<file path="config.mk">
export PLATFORM = sky130hd
export DESIGN_NAME = hav_isqrt
export DESIGN_NICKNAME = d
export VERILOG_FILES = /design/src/hdl/hav_isqrt.sv
export SDC_FILE = /design/constraint.sdc
export NUM_CORES = 2
export LEC_CHECK = 0
export ABC_CLOCK_PERIOD_IN_PS = 4800
export BUFFER_PORTS_ARGS = -buffer_cell sky130_fd_sc_hd__buf_2
export CAP_MARGIN = 30
export CORE_UTILIZATION = 60
export CTS_BUF_LIST = sky130_fd_sc_hd__clkbuf_16
export DETAILED_ROUTE_END_ITERATION = 10
export HOLD_SLACK_MARGIN = 0.12
export PLACE_DENSITY = 0.76
export SLEW_MARGIN = 0
export SYNTH_ARGS = -nofsm -noshare
export SYNTH_HDL_FRONTEND = slang
export SYNTH_SLANG_ARGS = --single-unit
</file>
<file path="constraint.sdc">
create_clock -name clock -period 4.8 [get_ports clock]
set_clock_uncertainty 0.1 [all_clocks]
set_input_delay 0.72 -clock clock [delete_from_list [all_inputs] [get_ports clock]]
set_output_delay 0.72 -clock clock [all_outputs]
set_load 0.005 [all_outputs]
</file>
<file path="src/hdl/hav_isqrt.sv">
// Pipelined floor square root of a 62-bit operand, one result bit per stage.
module hav_isqrt (
   input  logic        clock,
   input  logic        reset,
   input  logic        in_valid,
   input  logic [61:0] in_n,
   output logic        out_valid,
   output logic [30:0] out_root
);
   localparam int STEPS = 31;

   logic [STEPS:0] vld_ff;
   logic [61:0] rem_ff [STEPS+1];
   logic [30:0] root_ff [STEPS+1];

   always_ff @(posedge clock) begin
      if (reset) begin
         vld_ff[0] <= 1'b0;
      end else begin
         vld_ff[0] <= in_valid;
      end
      rem_ff[0] <= in_n;
      root_ff[0] <= '0;
   end

   for (genvar i = 0; i < STEPS; i++) begin : g_step
      localparam int B = STEPS - 1 - i;
      logic [63:0] trial;
      assign trial = ({33'd0, root_ff[i]} << (B + 1)) + (64'd1 << (2 * B));
      always_ff @(posedge clock) begin
         if (reset) begin
            vld_ff[i+1] <= 1'b0;
         end else begin
            vld_ff[i+1] <= vld_ff[i];
         end
         if ({2'b00, rem_ff[i]} >= trial) begin
            rem_ff[i+1] <= rem_ff[i] - trial[61:0];
            root_ff[i+1] <= root_ff[i] | (31'd1 << B);
         end else begin
            rem_ff[i+1] <= rem_ff[i];
            root_ff[i+1] <= root_ff[i];
         end
      end
   end

   assign out_valid = vld_ff[STEPS];
   assign out_root = root_ff[STEPS];
endmodule

</file>
# == Word level (Yosys, flattened, before mapping) ==
# Memories as Yosys holds them, arrays and structs flattened.
# Cells that the tools add are included.
# word_totals
reg_bits,32
mem_bits_rw,2976
elab_cells,344
memories,2
# memory_table
memory,words,width,read_ports,rd_clocked_by_memory_dff,wr,line,text
rem_ff,32,62,31,0,32,13,logic [61:0] rem_ff [STEPS+1];
root_ff,32,31,32,0,32,14,logic [30:0] root_ff [STEPS+1];
# op_classes
addsub,62
order_cmp,31
mux,155
bitwise,62
# op_table
operator,count
62-bit 2-to-1 mux,31
31-bit 2-to-1 mux,31
62-bit subtractor,2
1-bit 2-to-1 mux,93
62-bit by 61-bit adder with 63-bit output (second input constant),1
62-bit by 63-bit greater-or-equal comparator with 1-bit output,1
61-bit by 59-bit adder with 62-bit output (second input constant),1
62-bit by 33-bit greater-or-equal comparator with 1-bit output,1
62-bit by 34-bit greater-or-equal comparator with 1-bit output,1
62-bit by 35-bit greater-or-equal comparator with 1-bit output,1
62-bit by 36-bit greater-or-equal comparator with 1-bit output,1
62-bit by 37-bit greater-or-equal comparator with 1-bit output,1
62-bit by 38-bit greater-or-equal comparator with 1-bit output,1
62-bit by 39-bit greater-or-equal comparator with 1-bit output,1
62-bit by 40-bit greater-or-equal comparator with 1-bit output,1
62-bit by 41-bit greater-or-equal comparator with 1-bit output,1
62-bit by 42-bit greater-or-equal comparator with 1-bit output,1
62-bit by 43-bit greater-or-equal comparator with 1-bit output,1
62-bit by 44-bit greater-or-equal comparator with 1-bit output,1
62-bit by 45-bit greater-or-equal comparator with 1-bit output,1
62-bit by 46-bit greater-or-equal comparator with 1-bit output,1
62-bit by 47-bit greater-or-equal comparator with 1-bit output,1
62-bit by 48-bit greater-or-equal comparator with 1-bit output,1
62-bit by 49-bit greater-or-equal comparator with 1-bit output,1
72 further kinds,133

# == Depth between registers and ports, before layout ==
# An unclocked memory read counts as a cell.
# depth
ltp_word,6
mapped_depth,15

# == Worst setup path before layout ==
# No wires, ideal clock.
# synth_path
path_type,reg-to-reg
startpoint,"mem rem_ff[27][47], in the netlist rem_ff[6][233]"
endpoint,"mem rem_ff[28][55], in the netlist rem_ff[7][55]"
t_arrival_ps,3384
t_required_ps,4628
setup_slack_ps,1244
stages_incl_launch_ff,10
n_path_buf,0
period_less_slack_ps,3556
cell_sequence,dfxtp_1 -> or4_4 -> or4b_4 -> or4_1 -> or4_1 -> nand4_2 -> a31oi_4 -> or4_4 -> nor3_2 -> xor2_1
# synth_lines
element,line
"start, declared",13

==> results.md <==
- Run status: completed
- Nets@finish: about 10000
- FF-to-FF setup slack: 0.43 ns
- WHS: between 0.15 and 0.2 ns
- Primary FF master, synth: dfxtp_1
- Achievable clock frequency: ~230 MHz
- Cell Pwr Density: between 600 and 700 nW/um^2
- Synth Net Count: roughly 9800
- PortBufs: 96
- DR iter-0 viols: roughly 4900
- Mean number of vias per cell: about 5.8
- Distinct cells, synth: slightly below 90
- Initial Utilization: 0.6054
- Pre-antenna DRT Iters: 6
- Share of cells above drive strength 1: 0.06813
- Synthesized instance count: approximately 9000
- Grt total ovfl: 0
- Most common cell after layout, fill and taps aside: dfxtp_1
- Top-area cell type share of the netlist area: 0.5321
- Global-route wire length before repair: about 360000 microns
- Final ANT Viol Nets: 0
- Slew @ Worst Pin: 1.033 ns
- Crit path kind: register to register
- Synth area leader: dfxtp_1
- Die X-Extent: 393.9 microns
- Min-Delay Path Class: register to register
- Clk_lat worst skew: roughly 0.95 ns
- Largest net degree at the start of global routing: between 50 and 60
- VDD IR max: between 0.0006 and 0.0007 V
- Slew Limit Fails: 0
- Final period utilization: 0.9112
- Post-synth ARST share: 0
- Via count: 67359
- Routability cong.: 0.9616
- Final Hold Viols: 0
- Post-route setup TNS: 0 ns
- Core ar.: 152300 sq um
- Worst reg2reg endpoint: rem_ff[7][99]
- Rows: 143
- Number of global-route vias before repair: approximately 66000
- CTS tree: yes
- Routed WL per cell: roughly 20 microns
- TritonCTS Buffers: 228
- RSZ-0062 raised after global routing: no
- Sequential fraction of the synthesis area: 0.5321
- Critical path fanouts, max: 8
- HPWL after DPL: between 150000 and 200000 microns
- Startpoint types: register
- Leakage Power: 47.17 nW
- Htree depth: 4
- Final wirelength: 232000 microns
- Clock buffer depth: 3
- Die Y: just under 400 microns
- Antenna violations before repair: 8
- R2R depth: 11
- Yosys warning total: 0
- CP endpoint kind: register
- Die area: 155200 sq um
- Worst path required time: between 5 and 6 ns
- Area occupied by multi-input gates: around 40000 sq um
- Power Total: ~63 mW
- Crit path to: rem_ff[7][99]
- EDFF count, synth: 0
- Root Driver: clkbuf_16
- DRC violations left: 0
- CP startpoint: root_ff[1][375]
- Data arrival, critical path: just over 5 ns
- Synth area leaders: dfxtp_1 (53%), ha_1 (7.1%), xnor2_1 (4.1%)
- Total track usage: 0.2922
- Slew HR: 0.3109
- Synthesized flop and latch total: 2450
- Area growth syn-to-layout: 12.18%
- # setup viols final: 0
- MaxCap Viol Count: 0
- Post-layout minimum cycle time: ~4.4 ns
- Sink Count: between 2000 and 2500
- R2R Path Start: root_ff[1][375]
- Most frequent cells in the layout: dfxtp_1 (2450), inv_1 (672), nor2_1 (585)
- FF/Latch Area: 49050 sq um
- Syn Area/Cell: around 10 sq um
- Reg clk slew, reported paths: 0.07 ns
- Top-Level Pins: 97
- Syn Std Cell Area: approximately 92000 sq um
- Filler instances: around 12000
[kinds of logic after synthesis]
group / Yosys count / synth area share
AND/OR/NAND/NOR: 2756 / 0.1562
buffers and inverters: 845 / 0.03448
XOR/XNOR: 815 / 0.07744
flip-flops: 2450 / 0.5321
adder cells (fa/ha/maj): 525 / 0.07127
multiplexers: 85 / 0.01024
AO/OA/AOI/OAI: 1756 / 0.1182
[stage by stage]
stage	cells	area (sq um)	utilization	setup WS, ns
final	11705	103400	0.6791	0.4264
after global routing	11703	103400	0.6790	0.06489
after CTS	11701	103400	0.6789	0.3640
after detailed placement	11208	94920	0.6234	0.4385
after global placement	11206	94910	0.6234	0.4249
after floorplan	9232	92170	-	1.244
[synth_stat cells, drive strengths merged (44+ instances only)]
master,instances
o21a,102
or2,44
nor4b,54
dfxtp,2450
nand2,563
or4,60
xor2,384
nor3,252
o31ai,55
nand2b,109
a21oi,554
and3,47
nor2b,96
or3,105
a31oi,50
xnor2,431
nor2,587
nand3,161
mux2,74
o21bai,49
ha,525
nand4,168
inv,638
a211oi,48
clkbuf,188
o21ai,436
nor4,343
a21o,226
[where the power goes]
part / switching, mW / internal (mW) / total, mW
Sequential: 4.00 / 24.8 / 28.8
Clock: 8.05 / 10.3 / 18.4
Combinational: 8.78 / 6.67 / 15.4
Total: 20.8 / 41.8 / 62.6
[routing by layer]
layer | share of wire | track usage | up-vias | wire, microns
met5 | 0.000056 | 0 | - | 13
met4 | 0.021 | 0.07185 | 2 | 4838
met3 | 0.064 | 0.05138 | 372 | 14840
met2 | 0.48 | 0.4989 | 2041 | 111500
met1 | 0.43 | 0.3826 | 32194 | 100800
li1 | - | - | 32750 | -
[registers in the layout, indices dropped and copies added, names as in the netlist]
| name | flops |
|---|---|
| rem_ff | 1922 |
| out_valid | 1 |
| root_ff | 496 |
| vld_ff | 31 |
[critical path: stages, from the launching register on]
cell	delay [ns]
dfxtp_1	0.38
inv_1	0.06
ha_1	0.35
or4b_2	0.59
nor4_1	0.76
and4_1	0.33
nor4b_1	0.09
o31a_1	0.11
o21a_1	0.23
nor3_1	0.72
nor4b_1	0.38
xor2_1	0.17
[cell type report]
class,count,share of cell area
inverter,641,0.02327
multi-input combinational,5937,0.3870
timing repair buffer,215,0.01515
clock inverter,202,0.02043
tap,2030,0.02457
clock buffer,228,0.05518
antenna,2,0.00004840
sequential,2450,0.4744
[what timing repair did]
action / 4_1_cts / 5_1_grt
resized for setup: 0 / 1
buffers inserted: 0 / 0
endpoints found under the hold margin: 63 / 0
hold buffers: 63 / 0
endpoints found under the setup margin: 0 / 7
[worst min path at each step]
stage | start | endpoint | slack (ns) | cells after the start
2_1_floorplan | rem_ff[2][5] | rem_ff[2][67] | 0.22 | 0
3_3_place_gp | rem_ff[3][76] | rem_ff[3][138] | 0.23 | 0
3_5_place_dp | rem_ff[5][198] | rem_ff[6][12] | 0.23 | 0
4_1_cts | rem_ff[0][139] | rem_ff[0][201] | 0.19 | 0
5_1_grt | rem_ff[6][5] | rem_ff[6][67] | 0.20 | 0
6_report | rem_ff[0][139] | rem_ff[0][201] | 0.20 | 0
(Power assumes the default switching activity.)
